[config.mk]
export PLATFORM = sky130hd
export DESIGN_NAME = gregorian_date_difference_days
export DESIGN_NICKNAME = d
export VERILOG_FILES = /design/src/rtl/dgd_pkg.sv /design/src/rtl/gregorian_date_difference_days.sv /design/src/rtl/dgd_ctrl.sv /design/src/rtl/dgd_datapath.sv
export SDC_FILE = /design/constraint.sdc
export NUM_CORES = 1
export LEC_CHECK = 0
export ABC_AREA = 1
export BUFFER_PORTS_ARGS = -buffer_cell sky130_fd_sc_hd__buf_2
export CORE_MARGIN = 4
export CORE_UTILIZATION = 64
export CTS_CLUSTER_DIAMETER = 200
export DETAILED_ROUTE_END_ITERATION = 6
export PLACE_DENSITY = 0.83
export SKIP_CTS_REPAIR_TIMING = 1
export SYNTH_ARGS = -nofsm -noshare
export SYNTH_HDL_FRONTEND = slang
export SYNTH_HIERARCHICAL = 1
export SYNTH_SLANG_ARGS = --single-unit
[constraint.sdc]
create_clock -name clk -period 7 [get_ports clk]
set_input_delay 0.35 -clock clk [delete_from_list [all_inputs] [get_ports clk]]
set_output_delay 0.35 -clock clk [all_outputs]
set_load 0.01 [all_outputs]
[src/rtl/dgd_pkg.sv]
`timescale 1ns / 1ps
// ----------------------------------------------------------------------------
// dgd_pkg
// Shared types, constants and calendar tables for the date difference block.
// ----------------------------------------------------------------------------
package dgd_pkg;

  localparam int unsigned DAY_W   = 5;
  localparam int unsigned MONTH_W = 4;
  localparam int unsigned YEAR_W  = 14;
  localparam int unsigned COUNT_W = 22;
  localparam int unsigned DNUM_W  = 23;   // day number from 1 Jan of year 0
  localparam int unsigned QUO_W   = 8;    // year / 100 for 14-bit years
  localparam int unsigned CUM_W   = 9;    // days before a month start

  // year / 100 == (year * RECIP_100) >> RECIP_SHIFT for years below 43699
  localparam int unsigned RECIP_100   = 5243;
  localparam int unsigned RECIP_W     = 13;
  localparam int unsigned RECIP_SHIFT = 19;
  localparam int unsigned PROD_W      = YEAR_W + RECIP_W;

  localparam logic [COUNT_W-1:0] COUNT_MAX = {COUNT_W{1'b1}};

  localparam logic [MONTH_W-1:0] MON_JAN = 4'd1;
  localparam logic [MONTH_W-1:0] MON_FEB = 4'd2;
  localparam logic [MONTH_W-1:0] MON_MAR = 4'd3;
  localparam logic [MONTH_W-1:0] MON_APR = 4'd4;
  localparam logic [MONTH_W-1:0] MON_MAY = 4'd5;
  localparam logic [MONTH_W-1:0] MON_JUN = 4'd6;
  localparam logic [MONTH_W-1:0] MON_JUL = 4'd7;
  localparam logic [MONTH_W-1:0] MON_AUG = 4'd8;
  localparam logic [MONTH_W-1:0] MON_SEP = 4'd9;
  localparam logic [MONTH_W-1:0] MON_OCT = 4'd10;
  localparam logic [MONTH_W-1:0] MON_NOV = 4'd11;
  localparam logic [MONTH_W-1:0] MON_DEC = 4'd12;

  // Datapath commands issued by the controller
  typedef struct packed {
    logic load_en;    // capture the input transaction
    logic date_sel;   // 0: start date, 1: end date
    logic qy_en;      // register year / 100
    logic qp_en;      // register (year - 1) / 100
    logic base_en;    // register leap flag, validity and year base
    logic dnum_en;    // register the day number of the selected date
    logic fin_en;     // register the result
  } cmd_t;

  // Length of a month; zero for codes that name no month
  function automatic logic [DAY_W-1:0] month_days(input logic [MONTH_W-1:0] m,
                                                 input logic leap);
    logic [DAY_W-1:0] n;
    case (m)
      MON_JAN, MON_MAR, MON_MAY, MON_JUL,
      MON_AUG, MON_OCT, MON_DEC:           n = 5'd31;
      MON_APR, MON_JUN, MON_SEP, MON_NOV:  n = 5'd30;
      MON_FEB:                             n = leap ? 5'd29 : 5'd28;
      default:                             n = 5'd0;
    endcase
    return n;
  endfunction

  // Days in the year before the first of month m
  function automatic logic [CUM_W-1:0] days_before(input logic [MONTH_W-1:0] m,
                                                  input logic leap);
    logic [CUM_W-1:0] n;
    case (m)
      MON_JAN: n = 9'd0;
      MON_FEB: n = 9'd31;
      MON_MAR: n = 9'd59;
      MON_APR: n = 9'd90;
      MON_MAY: n = 9'd120;
      MON_JUN: n = 9'd151;
      MON_JUL: n = 9'd181;
      MON_AUG: n = 9'd212;
      MON_SEP: n = 9'd243;
      MON_OCT: n = 9'd273;
      MON_NOV: n = 9'd304;
      MON_DEC: n = 9'd334;
      default: n = 9'd0;
    endcase
    if (leap && (m > MON_FEB)) begin
      n = n + 9'd1;
    end
    return n;
  endfunction

endpackage

[src/rtl/gregorian_date_difference_days.sv]
`timescale 1ns / 1ps
// ----------------------------------------------------------------------------
// gregorian_date_difference_days
// Days between two Gregorian dates, via day numbers of both dates.
// ----------------------------------------------------------------------------
// Sequence: each date takes four steps, two of them through the shared
// divide-by-100 multiplier, then one step forms the difference, the
// result is handed over and the sequencer returns to idle for the next.
// The result holds until taken; in_tready is low from acceptance until
// the sequencer is idle again, so a new transaction is not taken before
// the previous result has been handed over.
// Reset: synchronous active-low rst_n returns the sequencer to idle.
module gregorian_date_difference_days (
  input  logic        clk,
  input  logic        rst_n,
  input  logic        in_tvalid,
  output logic        in_tready,
  // start_day[4:0], start_month[8:5], start_year[22:9],
  // end_day[27:23], end_month[31:28], end_year[45:32], zero fill [47:46]
  input  logic [47:0] in_tdata,
  // include_end_day[0]
  input  logic [0:0]  in_tuser,
  output logic        out_tvalid,
  input  logic        out_tready,
  // day_count[21:0], zero fill [23:22]
  output logic [23:0] out_tdata,
  // invalid_date[0]
  output logic [0:0]  out_tuser
);

  dgd_pkg::cmd_t                cmd;
  logic [dgd_pkg::COUNT_W-1:0]  day_count;
  logic                         invalid_date;

  dgd_ctrl u_ctrl (
    .clk        (clk),
    .rst_n      (rst_n),
    .in_tvalid  (in_tvalid),
    .in_tready  (in_tready),
    .out_tvalid (out_tvalid),
    .out_tready (out_tready),
    .cmd        (cmd)
  );

  dgd_datapath u_datapath (
    .clk             (clk),
    .cmd             (cmd),
    .start_day       (in_tdata[4:0]),
    .start_month     (in_tdata[8:5]),
    .start_year      (in_tdata[22:9]),
    .end_day         (in_tdata[27:23]),
    .end_month       (in_tdata[31:28]),
    .end_year        (in_tdata[45:32]),
    .include_end_day (in_tuser[0]),
    .day_count       (day_count),
    .invalid_date    (invalid_date)
  );

  assign out_tdata = {2'b00, day_count};
  assign out_tuser = invalid_date;

endmodule

[src/rtl/dgd_ctrl.sv]
`timescale 1ns / 1ps
// ----------------------------------------------------------------------------
// dgd_ctrl
// Sequencer: walks both dates through the datapath, then holds the result.
// ----------------------------------------------------------------------------
module dgd_ctrl (
  input  logic          clk,
  input  logic          rst_n,
  input  logic          in_tvalid,
  output logic          in_tready,
  output logic          out_tvalid,
  input  logic          out_tready,
  output dgd_pkg::cmd_t cmd
);

  typedef enum logic [6:0] {
    ST_IDLE = 7'b0000001,
    ST_QY   = 7'b0000010,
    ST_QP   = 7'b0000100,
    ST_BASE = 7'b0001000,
    ST_DNUM = 7'b0010000,
    ST_FIN  = 7'b0100000,
    ST_OUT  = 7'b1000000
  } state_t;

  state_t state_r, state_nxt;
  logic   date_r, date_nxt;

  always_comb begin
    state_nxt = state_r;
    date_nxt  = date_r;
    case (state_r)
      ST_IDLE: begin
        if (in_tvalid) begin
          state_nxt = ST_QY;
          date_nxt  = 1'b0;
        end
      end
      ST_QY:   state_nxt = ST_QP;
      ST_QP:   state_nxt = ST_BASE;
      ST_BASE: state_nxt = ST_DNUM;
      ST_DNUM: begin
        // second pass for the end date
        if (!date_r) begin
          state_nxt = ST_QY;
          date_nxt  = 1'b1;
        end else begin
          state_nxt = ST_FIN;
        end
      end
      ST_FIN:  state_nxt = ST_OUT;
      ST_OUT: begin
        if (out_tready) begin
          state_nxt = ST_IDLE;
        end
      end
      default: state_nxt = ST_IDLE;
    endcase
  end

  always_ff @(posedge clk) begin
    if (!rst_n) begin
      state_r <= ST_IDLE;
      date_r  <= 1'b0;
    end else begin
      state_r <= state_nxt;
      date_r  <= date_nxt;
    end
  end

  assign in_tready  = (state_r == ST_IDLE);
  assign out_tvalid = (state_r == ST_OUT);

  always_comb begin
    cmd          = '0;
    cmd.load_en  = (state_r == ST_IDLE) && in_tvalid;
    cmd.date_sel = date_r;
    cmd.qy_en    = (state_r == ST_QY);
    cmd.qp_en    = (state_r == ST_QP);
    cmd.base_en  = (state_r == ST_BASE);
    cmd.dnum_en  = (state_r == ST_DNUM);
    cmd.fin_en   = (state_r == ST_FIN);
  end

endmodule

[src/rtl/dgd_datapath.sv]
`timescale 1ns / 1ps
// ----------------------------------------------------------------------------
// dgd_datapath
// Day-number arithmetic with one shared divide-by-100 multiplier.
// ----------------------------------------------------------------------------
module dgd_datapath (
  input  logic                         clk,
  input  dgd_pkg::cmd_t                cmd,
  input  logic [dgd_pkg::DAY_W-1:0]    start_day,
  input  logic [dgd_pkg::MONTH_W-1:0]  start_month,
  input  logic [dgd_pkg::YEAR_W-1:0]   start_year,
  input  logic [dgd_pkg::DAY_W-1:0]    end_day,
  input  logic [dgd_pkg::MONTH_W-1:0]  end_month,
  input  logic [dgd_pkg::YEAR_W-1:0]   end_year,
  input  logic                         include_end_day,
  output logic [dgd_pkg::COUNT_W-1:0]  day_count,
  output logic                         invalid_date
);

  logic [dgd_pkg::DAY_W-1:0]   sd_r, ed_r;
  logic [dgd_pkg::MONTH_W-1:0] sm_r, em_r;
  logic [dgd_pkg::YEAR_W-1:0]  sy_r, ey_r;
  logic                        inc_r;

  logic [dgd_pkg::QUO_W-1:0]   qy_r, qp_r;
  logic                        leap_r, valid_r;
  logic [dgd_pkg::DNUM_W-1:0]  base_r;
  logic [dgd_pkg::DNUM_W-1:0]  dn_a_r, dn_b_r;
  logic                        va_r, vb_r;
  logic [dgd_pkg::COUNT_W-1:0] count_r;
  logic                        bad_r;

  // selected date
  logic [dgd_pkg::DAY_W-1:0]   cur_d;
  logic [dgd_pkg::MONTH_W-1:0] cur_m;
  logic [dgd_pkg::YEAR_W-1:0]  cur_y, cur_p;

  assign cur_d = cmd.date_sel ? ed_r : sd_r;
  assign cur_m = cmd.date_sel ? em_r : sm_r;
  assign cur_y = cmd.date_sel ? ey_r : sy_r;
  assign cur_p = cur_y - 14'd1;

  // shared reciprocal multiply: operand / 100
  logic [dgd_pkg::YEAR_W-1:0] mul_op;
  logic [dgd_pkg::PROD_W-1:0] prod;
  logic [dgd_pkg::QUO_W-1:0]  quo;

  assign mul_op = cmd.qp_en ? cur_p : cur_y;
  assign prod   = dgd_pkg::PROD_W'(mul_op) *
                  dgd_pkg::PROD_W'(dgd_pkg::RECIP_100);
  assign quo    = prod[dgd_pkg::RECIP_SHIFT +: dgd_pkg::QUO_W];

  // leap flag, validity and 365 * y + leap days before year y
  logic                        leap_nxt, valid_nxt;
  logic [dgd_pkg::DNUM_W-1:0]  base_nxt;
  logic [dgd_pkg::YEAR_W-1:0]  cent_y;
  logic [11:0]                 leaps;
  logic [dgd_pkg::DAY_W-1:0]   mdays;

  always_comb begin
    cent_y   = dgd_pkg::YEAR_W'(qy_r * 14'd100);
    leap_nxt = (cur_y[1:0] == 2'b00) && ((cur_y != cent_y) || (qy_r[1:0] == 2'b00));
    mdays    = dgd_pkg::month_days(cur_m, leap_nxt);
    valid_nxt = (cur_d != '0) && (cur_d <= mdays);
    if (cur_y == '0) begin
      leaps = '0;
    end else begin
      leaps = 12'd1 + 12'(cur_p >> 2) - 12'(qp_r) + 12'(qp_r >> 2);
    end
    base_nxt = dgd_pkg::DNUM_W'(cur_y) * 23'd365 + dgd_pkg::DNUM_W'(leaps);
  end

  logic [dgd_pkg::DNUM_W-1:0] dn_nxt;
  assign dn_nxt = base_r + dgd_pkg::DNUM_W'(dgd_pkg::days_before(cur_m, leap_r))
                + dgd_pkg::DNUM_W'(cur_d) - 23'd1;

  // final difference with saturation
  logic [dgd_pkg::DNUM_W-1:0]  diff, cnt;
  logic [dgd_pkg::COUNT_W-1:0] count_nxt;
  logic                        bad_nxt;

  always_comb begin
    diff = (dn_a_r < dn_b_r) ? (dn_b_r - dn_a_r) : '0;
    cnt  = diff + dgd_pkg::DNUM_W'(inc_r);
    bad_nxt = !(va_r && vb_r);
    if (bad_nxt) begin
      count_nxt = '0;
    end else if (cnt > dgd_pkg::DNUM_W'(dgd_pkg::COUNT_MAX)) begin
      count_nxt = dgd_pkg::COUNT_MAX;
    end else begin
      count_nxt = cnt[dgd_pkg::COUNT_W-1:0];
    end
  end

  always_ff @(posedge clk) begin
    if (cmd.load_en) begin
      sd_r  <= start_day;
      sm_r  <= start_month;
      sy_r  <= start_year;
      ed_r  <= end_day;
      em_r  <= end_month;
      ey_r  <= end_year;
      inc_r <= include_end_day;
    end
    if (cmd.qy_en) begin
      qy_r <= quo;
    end
    if (cmd.qp_en) begin
      qp_r <= quo;
    end
    if (cmd.base_en) begin
      leap_r  <= leap_nxt;
      valid_r <= valid_nxt;
      base_r  <= base_nxt;
    end
    if (cmd.dnum_en) begin
      if (cmd.date_sel) begin
        dn_b_r <= dn_nxt;
        vb_r   <= valid_r;
      end else begin
        dn_a_r <= dn_nxt;
        va_r   <= valid_r;
      end
    end
    if (cmd.fin_en) begin
      count_r <= count_nxt;
      bad_r   <= bad_nxt;
    end
  end

  assign day_count    = count_r;
  assign invalid_date = bad_r;

endmodule
Word level (Yosys, flattened, before mapping)
Memory sizes are Yosys's and may differ from the RTL's. Cells that the tools add are included. W data, S select, Z words.

Register bits after elaboration: 167. Bits in read-only memories: 144. Input bits: 53. Memories kept: 1.

Add/sub/neg operators: 11. Multiply operators: 3. $lt $le $gt $ge: 4. Eq/ne operators: 22. Muxes and demuxes: 16. Bitwise logic cells: 1. Reduce and logical (&&, ||, !) cells: 18.

Memory list: (name not given) (words 16, bits a word 9, read ports 1, clocked after memory_dff 0, wr ports 0, RTL line dgd_pkg.sv:66) `case (m)`.

Operators by type and width (number): $pmux W7 S7 (1); $mux W14 (2); $mul A14 B13 Y27 const B (1); $add A23 B1 Y23 (1); $add A23 B12 Y23 (1); $add A23 B5 Y23 (1); $add A23 B9 Y23 (1); $gt A23 B22 Y1 const B (1); $lt A23 B23 Y1 (1); $mul A14 B9 Y23 const B (1); $mux W23 (1); $sub A23 B1 Y23 const B (1); $sub A23 B23 Y23 (1); $mux W22 (1); $eq A4 B4 Y1 const B (5); $eq A4 B3 Y1 const B (4); $pmux W5 S3 (1); $logic_not A14 Y1 (1); $mux W7 (2); $ne A14 B14 Y1 (1); $sub A14 B1 Y14 const B (1); $add A1 B12 Y12 const A (1); $add A12 B6 Y12 (1); $mul A8 B5 Y12 const B (1); 32 further kinds (42).

Longest topological paths before layout
Gate-level depths: netlist of the first run.

Word-level depth: 8. Gate-level depth with buffers: 37. Mapped depth without buffers: 34.

By module
Netlist of the first run, hierarchy kept.

Modules (own cells, without submodules): dgd_datapath (times used 1, cells each 2058, area each 18123.6 um^2); dgd_ctrl (times used 1, cells each 77, area each 474.2 um^2); gregorian_date_difference_days (times used 1, cells each 3, area each 18.8 um^2).

Least setup slack after synthesis of the first run
Ideal clock, no wire load.

Path type: reg2reg. Start: register u_ctrl.date_r. End: register u_datapath/qp_r[6] in the netlist's numbering, data pin. Setup time: 0.270 ns. Arrival: 6.074 ns. Path slack: 0.656 ns. Cell stages (with the launch flop): 31. Path buffers: 3. Cells stage by stage: dfxtp_1 -> buf_4 -> buf_6 -> buf_2 -> nand2_1 -> nand2_1 -> inv_1 -> ha_1 -> nand2_1 -> nor2_4 -> nand3_1 -> inv_1 -> nand2_1 -> xor2_1 -> nand2_1 -> o21ai_0 -> inv_1 -> fa_1 -> ha_1 -> fa_1 -> inv_1 -> fa_1 -> fa_1 -> inv_1 -> ha_1 -> nand2_1 -> nor2_1 -> nand2_1 -> or4_1 -> o221ai_1 -> xor2_1.

Word-level cells in the longest chain between the ends: 4.

Ends and longest elaborated chain: start: declaration (RTL line dgd_ctrl.sv:27) `logic date_r, date_nxt;`; start signal: assignment (RTL line dgd_ctrl.sv:67) `date_r <= date_nxt;`; $mux W14 * (RTL line dgd_datapath.sv:40) `assign cur_y = cmd.date_sel ? ey_r : sy_r;`; $sub A14 B1 Y14 (RTL line dgd_datapath.sv:41) `assign cur_p = cur_y - 14'd1;`; $mux W14 * (RTL line dgd_datapath.sv:48) `assign mul_op = cmd.qp_en ? cur_p : cur_y;`; $mul A14 B13 Y27 * (RTL line dgd_datapath.sv:49) `assign prod = dgd_pkg::PROD_W'(mul_op) *`; via u_datapath.prod, one bit (RTL line dgd_datapath.sv:45) `logic [dgd_pkg::PROD_W-1:0] prod;`; end signal: assignment (RTL line dgd_datapath.sv:109) `qp_r <= quo;`; end: declaration (RTL line dgd_datapath.sv:25) `logic [dgd_pkg::QUO_W-1:0] qy_r, qp_r;`.

The timed path passes the listed nets; every way through them passes the cells marked *. A chain may end at the register's enable or synchronous reset.

==> out/results.ini, run 1 <==
[status]
outcome=completed

[clock_network]
cts-root-buf=clkbuf_16
h-tree-depth=4
insertion_delay_ns=0.45
clk_path_buf_depth=2
clock_sinks=167
cts_tree=yes
clk_pin_slew_ns=0.07
numCtsBuffers=17

[cells_and_area]
syn2layout_area_growth_pct=8.18
drive_above_1_share_pct=10.7
final.fill_count=2212
diodes=0
layout.nets=2707

[timing]
finalSetupViolations=0
min_period_over_period_pct=96.2
tns_ns=0
skew_ns=0.0168
clock.fmax_mhz=148
slew_headroom_pct=16.9
worstMarginPinSlew_ns=1.24
maxSlewViolCount=0
min_period_ns=6.74
rsz0062_at_grt=false
finalHoldViolCount=0

[setup_path]
worstReg2RegStart=u_ctrl/state_r[5]
cp.required_ns=7.18
r2r_cells=27
crit_path_end=u_datapath/qy_r[0]
arrival_ns=6.92
crit_buf_inv=8
worst-path-stages=27
path_common_cell=inv_1
cp_top_family=adder cells
start_kind=flop
cpPeakStageDelay_ns=0.71
worstSetupPathType=reg2reg
timing.rr.end=u_datapath/qy_r[0]
cp_max_fo=12
cp_slowest_cell=o21ai_0
end_kind=flop
r2r_slack_ns=0.26
startpoint=u_ctrl/state_r[5]

[detailed_routing]
via_per_inst=5.49
ant_nets=0
dr.pass1.iters=7
wl_per_cell_um=15.8
drt_iter0_drc=910
vias=14500
routed_wirelength_mm=41.7
drc=0

[run]
cap_viol_max_count=0

[synthesis]
yosysWarnings=6
synth.avg_cell_area_sq_um=8.71
syn-instance-count=2138
synth_ff_type=edfxtp_1
netlist_area_sq_um=18600
ys_top_cells_by_count=inv_1, nand2_1, ha_1, edfxtp_1, nor2_1
synth.largest_area_cell=edfxtp_1
synth_top_area_share_pct=25.6
yosysSeqAreaShare_pct=26.5
ys_seq_elements=167
ys_types=60
synth-edff-count=159
synthArstFlopShare_pct=0
synth_area_leaders=edfxtp_1, ha_1, fa_1
yosysMostFrequentCell=inv_1

[global_routing]
antenna_found_initial=1
first_global_vias=14800
grt_max_degree=48
grt_pass1_wl_mm=69.8
grt.overflow.total=0
grt_use_total_pct=27.4

[die]
io-pin-count=80
rows=62
floorplan.initialDensity_pct=64.9
dieHeight_um=179
die_width_um=179
core_area_sq_um=28700
die_area_sq_um=31900

[min_path]
hp-class=in2reg
hold_depth=1

[place]
place.gp.congestion=1.00
port_buffers=75
place_hpwl_mm=35.0

==> cells by family after synthesis <==
group                      count (synthesis)  synth area share (%)
and+or+nand+nor                          689                  16.6
buffers and inverters                    496                  10.3
adders and majority gates                416                  33.1
AOI/OAI and AO/OA                        256                  8.03
DFF                                      167                  26.5
xor gates and xnor gates                 112                  5.39
other                                      1                0.0201
muxes                                      1                0.0538
==> how the worst min path moves through the flow <==
stage | startpoint | end
final | in_tdata[12] | u_datapath/sy_r[3]
after global routing | in_tdata[29] | u_datapath/em_r[1]
after floorplan | u_datapath/valid_r | u_datapath/va_r
after CTS | in_tdata[38] | u_datapath/ey_r[6]
after detailed placement | u_datapath/valid_r | u_datapath/va_r
after global placement | u_datapath/valid_r | u_datapath/va_r
==> per-layer routing <==
| metal | part of all wire [%] | GRT usage, % | wire length [um] |
|---|---|---|---|
| met1 | 41 | 32.2 | 16900 |
| met2 | 51 | 50.2 | 21100 |
| met3 | 3.9 | 3.60 | 1640 |
| met4 | 4.7 | 12.0 | 1960 |
| met5 | 0.029 | 0 | 12 |
==> worst register-to-register path: stages (launching register included) <==
cell and delay, ns:
dfxtp_1 0.37, inv_2 0.08, nand2_2 0.06, nor2_2 0.17, nand2_1 0.17, inv_1 0.38, inv_1 0.30, o21ai_0 0.71
buf_4 0.27, ha_1 0.17, inv_1 0.06, fa_1 0.52, inv_1 0.06, ha_1 0.29, ha_1 0.27, inv_1 0.05
fa_1 0.53, inv_1 0.04, ha_1 0.27, nand3_1 0.06, o21bai_1 0.28, a21oi_1 0.18, o21ai_0 0.18, a21oi_1 0.13
o21ai_0 0.24, nand3_1 0.10, nand2_1 0.11, xor2_1 0.43
==> per-stage QoR <==
| step | setup WS (ns) | instance area (sq um) | std cells | utilization [%] | hold WS [ns] |
|---|---|---|---|---|---|
| CTS | 0.162 | 20100 | 2635 | 70.1 | 0.0634 |
| floorplan | 0.656 | 18600 | 2139 | - | 0.421 |
| global placement | 0.358 | 19500 | 2603 | 68.0 | 0.428 |
| finish | 0.263 | 20100 | 2635 | 70.2 | 0.0783 |
| global route | 0.00840 | 20100 | 2635 | 70.2 | 0.0528 |
| detailed placement | 0.203 | 19500 | 2603 | 68.0 | 0.441 |
==> cell usage in the layout (no fill, tap or decap), types with 9 or more instances in the layout <==
| master | synthesis | routed |
|---|---|---|
| nand2_2 | 12 | 12 |
| fa_1 | 127 | 127 |
| nand2_1 | 351 | 351 |
| o21ai_2 | 11 | 12 |
| xnor2_1 | 31 | 31 |
| nor2_1 | 142 | 139 |
| o21ai_0 | 75 | 71 |
| nor2_2 | 15 | 17 |
| a21oi_1 | 106 | 106 |
| o21ai_1 | 6 | 9 |
| edfxtp_1 | 159 | 159 |
| a21oi_2 | 10 | 10 |
| xor2_1 | 78 | 78 |
| or2_2 | 15 | 15 |
| nand3b_1 | 15 | 15 |
| buf_4 | 4 | 20 |
| inv_2 | 21 | 22 |
| ha_1 | 289 | 289 |
| clkbuf_16 | 0 | 17 |
| nor3_1 | 17 | 17 |
| buf_2 | 3 | 75 |
| inv_1 | 457 | 456 |
| nand3_1 | 60 | 60 |
| nand4_1 | 25 | 25 |
==> state kept, by name, summed over array words and instances (netlist names), 4 cells and up <==
register,flops
u_datapath/qy_r,8
u_datapath/day_count,22
u_datapath/base_r,23
u_datapath/dn_b_r,23
u_datapath/qp_r,8
u_datapath/em_r,4
u_datapath/ey_r,14
u_datapath/sm_r,4
u_datapath/sy_r,14
u_datapath/sd_r,5
u_datapath/dn_a_r,23
u_datapath/ed_r,5
u_ctrl/state_r,7
==> layout make-up <==
class,instances,area (sq um),share of cell area [%]
clock buffers,17,425,2.11
clock inverters,15,178,0.882
inverters,481,1810,9.00
multi-input cells,1476,11800,58.5
flip-flops and latches,167,4930,24.5
well taps,384,480,2.39
repair buffers,95,526,2.61
Power of run 1 is left out: the tool's default activity adds up to more than one toggle a clock period on the data nets, which glitch-free logic cannot reach.
==> inputs of run 2 (changes only) <==
--- a/config.mk
+++ b/config.mk
@@ -8,10 +8,11 @@
 export ABC_AREA = 1
 export BUFFER_PORTS_ARGS = -buffer_cell sky130_fd_sc_hd__buf_2
 export CORE_MARGIN = 4
-export CORE_UTILIZATION = 64
+export CORE_UTILIZATION = 65
+export CTS_BUF_LIST = sky130_fd_sc_hd__clkbuf_4 sky130_fd_sc_hd__clkbuf_8
 export CTS_CLUSTER_DIAMETER = 200
 export DETAILED_ROUTE_END_ITERATION = 6
-export PLACE_DENSITY = 0.83
+export PLACE_DENSITY = 0.84
 export SKIP_CTS_REPAIR_TIMING = 1
 export SYNTH_ARGS = -nofsm -noshare
 export SYNTH_HDL_FRONTEND = slang
==> run 2 against run 1 <==
Fmax increased by 1.7%. Register-to-register slack better by 0.11 ns. Final cell count is 0.38% lower. Clock skew rose by 0.011 ns. Largest cell class unchanged. Non-clock buffer count shrank 4. Critical path type unchanged. Die area fell by 1.5%. Sequential cell count unchanged. Count of clock-buffer cells in the layout did not move. Sequential share of layout area is 0.22 points higher. Via count is 0.35% lower. Utilization up 1.1 points.
==> out/results.ini, run 2 (synthesis results as in run 1) <==
[timing]
min_period_over_period_pct=94.7  ; -1.6 points
maxSlewViolCount=0  ; unchanged
slew_headroom_pct=16.1  ; -0.83 points
timing.final.ws_setup_ns=0.373  ; +0.110 ns
min_period_ns=6.63  ; -0.110 ns
tns_ns=0  ; unchanged
skew_ns=0.0282  ; +0.0114 ns
worstMarginPinSlew_ns=1.26  ; +0.0125 ns
clock.fmax_mhz=151  ; +1.7%
finalSetupViolations=0  ; unchanged
finalHoldViolCount=0  ; unchanged

[detailed_routing]
ant_nets=0  ; unchanged
routed_wirelength_mm=41.5  ; -0.34%
via_per_inst=5.49  ; about the same
wl_per_cell_um=15.8  ; about the same
drt_iter0_drc=903  ; -0.77%
vias=14400  ; -0.35%
drc=0  ; unchanged
dr.pass1.iters=6  ; -1

[global_routing]
first_global_vias=14900  ; +1.0%
grt_pass1_wl_mm=69.0  ; -1.1%
grt_max_degree=48  ; unchanged
grt_use_total_pct=27.3  ; -0.18 points
grt.overflow.total=0  ; unchanged
antenna_found_initial=0  ; -1

[setup_path]
r2r_cells=28  ; +3.7%
cp_slowest_cell=fa_1
timing.rr.end=u_datapath/qp_r[5]
r2r_slack_ns=0.37  ; +0.11 ns
path_common_cell=nand2_1
worstSetupPathType=reg2reg
start_kind=flop
cpPeakStageDelay_ns=0.54  ; -0.17 ns
end_kind=flop
arrival_ns=6.90  ; -0.02 ns
worstReg2RegStart=u_ctrl/date_r
cp_max_fo=12  ; unchanged
cp.required_ns=7.28  ; +0.10 ns

[place]
post_dp_cell_area_sq_um=19500  ; -0.19%
place.gp.congestion=0.972  ; -3.1%
pre_cts_ws_ns=0.0537  ; -0.149 ns
place_hpwl_mm=34.7  ; -0.83%
dp_cells=2593  ; -0.38%
port_buffers=75  ; unchanged

[clock_network]
insertion_delay_ns=0.49  ; +0.04 ns
clock_sinks=167  ; unchanged
numCtsBuffers=17  ; unchanged
cts_tree=yes
h-tree-depth=4  ; unchanged
clk_path_buf_depth=2  ; unchanged
clk_pin_slew_ns=0.12  ; +0.05 ns
cts-root-buf=clkbuf_8

[die]
rows=61  ; -1.6%
io-pin-count=80  ; unchanged
core_area_sq_um=28000  ; -2.4%
floorplan.initialDensity_pct=66.5  ; +1.6 points
die_width_um=177  ; -0.74%
die_area_sq_um=31400  ; -1.5%
dieHeight_um=177  ; -0.74%

[cells_and_area]
mostFrequentLayoutCell=inv_1
finalNonFillerCells=2625  ; -0.38%
final_cell_mix=inv_1, nand2_1, ha_1
final_area_sq_um=20000  ; -0.86%
diodes=0  ; unchanged
multi_input_area_sq_um=11800  ; +0.13%
largestRegisters=u_datapath/base_r x23, u_datapath/dn_a_r x23, u_datapath/dn_b_r x23
drive_above_1_share_pct=10.8  ; +0.11 points
final.fill_count=2131  ; -3.7%
syn2layout_area_growth_pct=7.25
seq_area_sq_um=4940  ; about the same
layout.nets=2703  ; -0.15%

[min_path]
hp-class=in2reg
hold_depth=1  ; unchanged
min_from=in_tdata[41]
holdPathEnd=u_datapath/ey_r[9]

[status]
outcome=completed

[run]
cap_viol_max_count=0  ; unchanged

==> run 2: cell types whose count changed in the layout (fill, tap and decap cells not counted), moves of 2 or more <==
cell,before,now
clkbuf_16,17,0
clkbuf_8,0,17
buf_4,20,16
inv_12,0,4
inv_8,4,0
clkinv_8,5,7
inv_1,456,454
o21ai_2,12,14
==> run 2: final cells by class <==
| cell class | instances | share of cell area [%] |
|---|---|---|
| Timing Repair Buffer | 91 | 2.48 |
| Clock buffer | 17 | 1.17 |
| Clock inverter | 15 | 1.07 |
| Tap cell | 378 | 2.37 |
| Multi-Input combinational cell | 1476 | 59.1 |
| Sequential cell | 167 | 24.7 |
| Inverter | 481 | 9.09 |
==> run 2: worst max path at each step <==
stage / startpoint / end / slack, ns
2_1_floorplan: u_ctrl/date_r / u_datapath/qp_r[6] / 0.66
3_5_place_dp: u_ctrl/date_r / u_datapath/qy_r[5] / 0.05
6_report: u_ctrl/date_r / u_datapath/qp_r[5] / 0.37
4_1_cts: u_ctrl/date_r / u_datapath/qp_r[5] / -0.01
5_1_grt: u_ctrl/date_r / u_datapath/qy_r[7] / -0.05
3_3_place_gp: u_ctrl/date_r / u_datapath/qp_r[7] / 0.34
==> run 2: per-stage QoR <==
stage               util [%]  hold WS [ns]
floorplan                  -         0.421
detailed placement      69.6         0.437
global route            71.3       0.00365
global placement        69.6         0.429
finish                  71.3        0.0235
CTS                     71.2       0.00436
==> run 2: worst max-delay path: cells and delay by family, from the launching register on <==
family          cells  cell delay (ns)
compound gates      5             0.90
xor+xnor            2             0.55
fa+ha+maj           7             2.95
buf+inv             6             0.65
flops               1             0.37
simple gates        8             0.98
==> run 2: layer usage <==
metal  track usage, %  up-vias  wire (um)
met5                0        -          0
met4             11.5        0       1620
met3             3.01      103       1810
met2             51.0      430      21600
met1             31.6     6787      16500
li1                 -     7082          -
Power of run 2 is left out for the same reason.
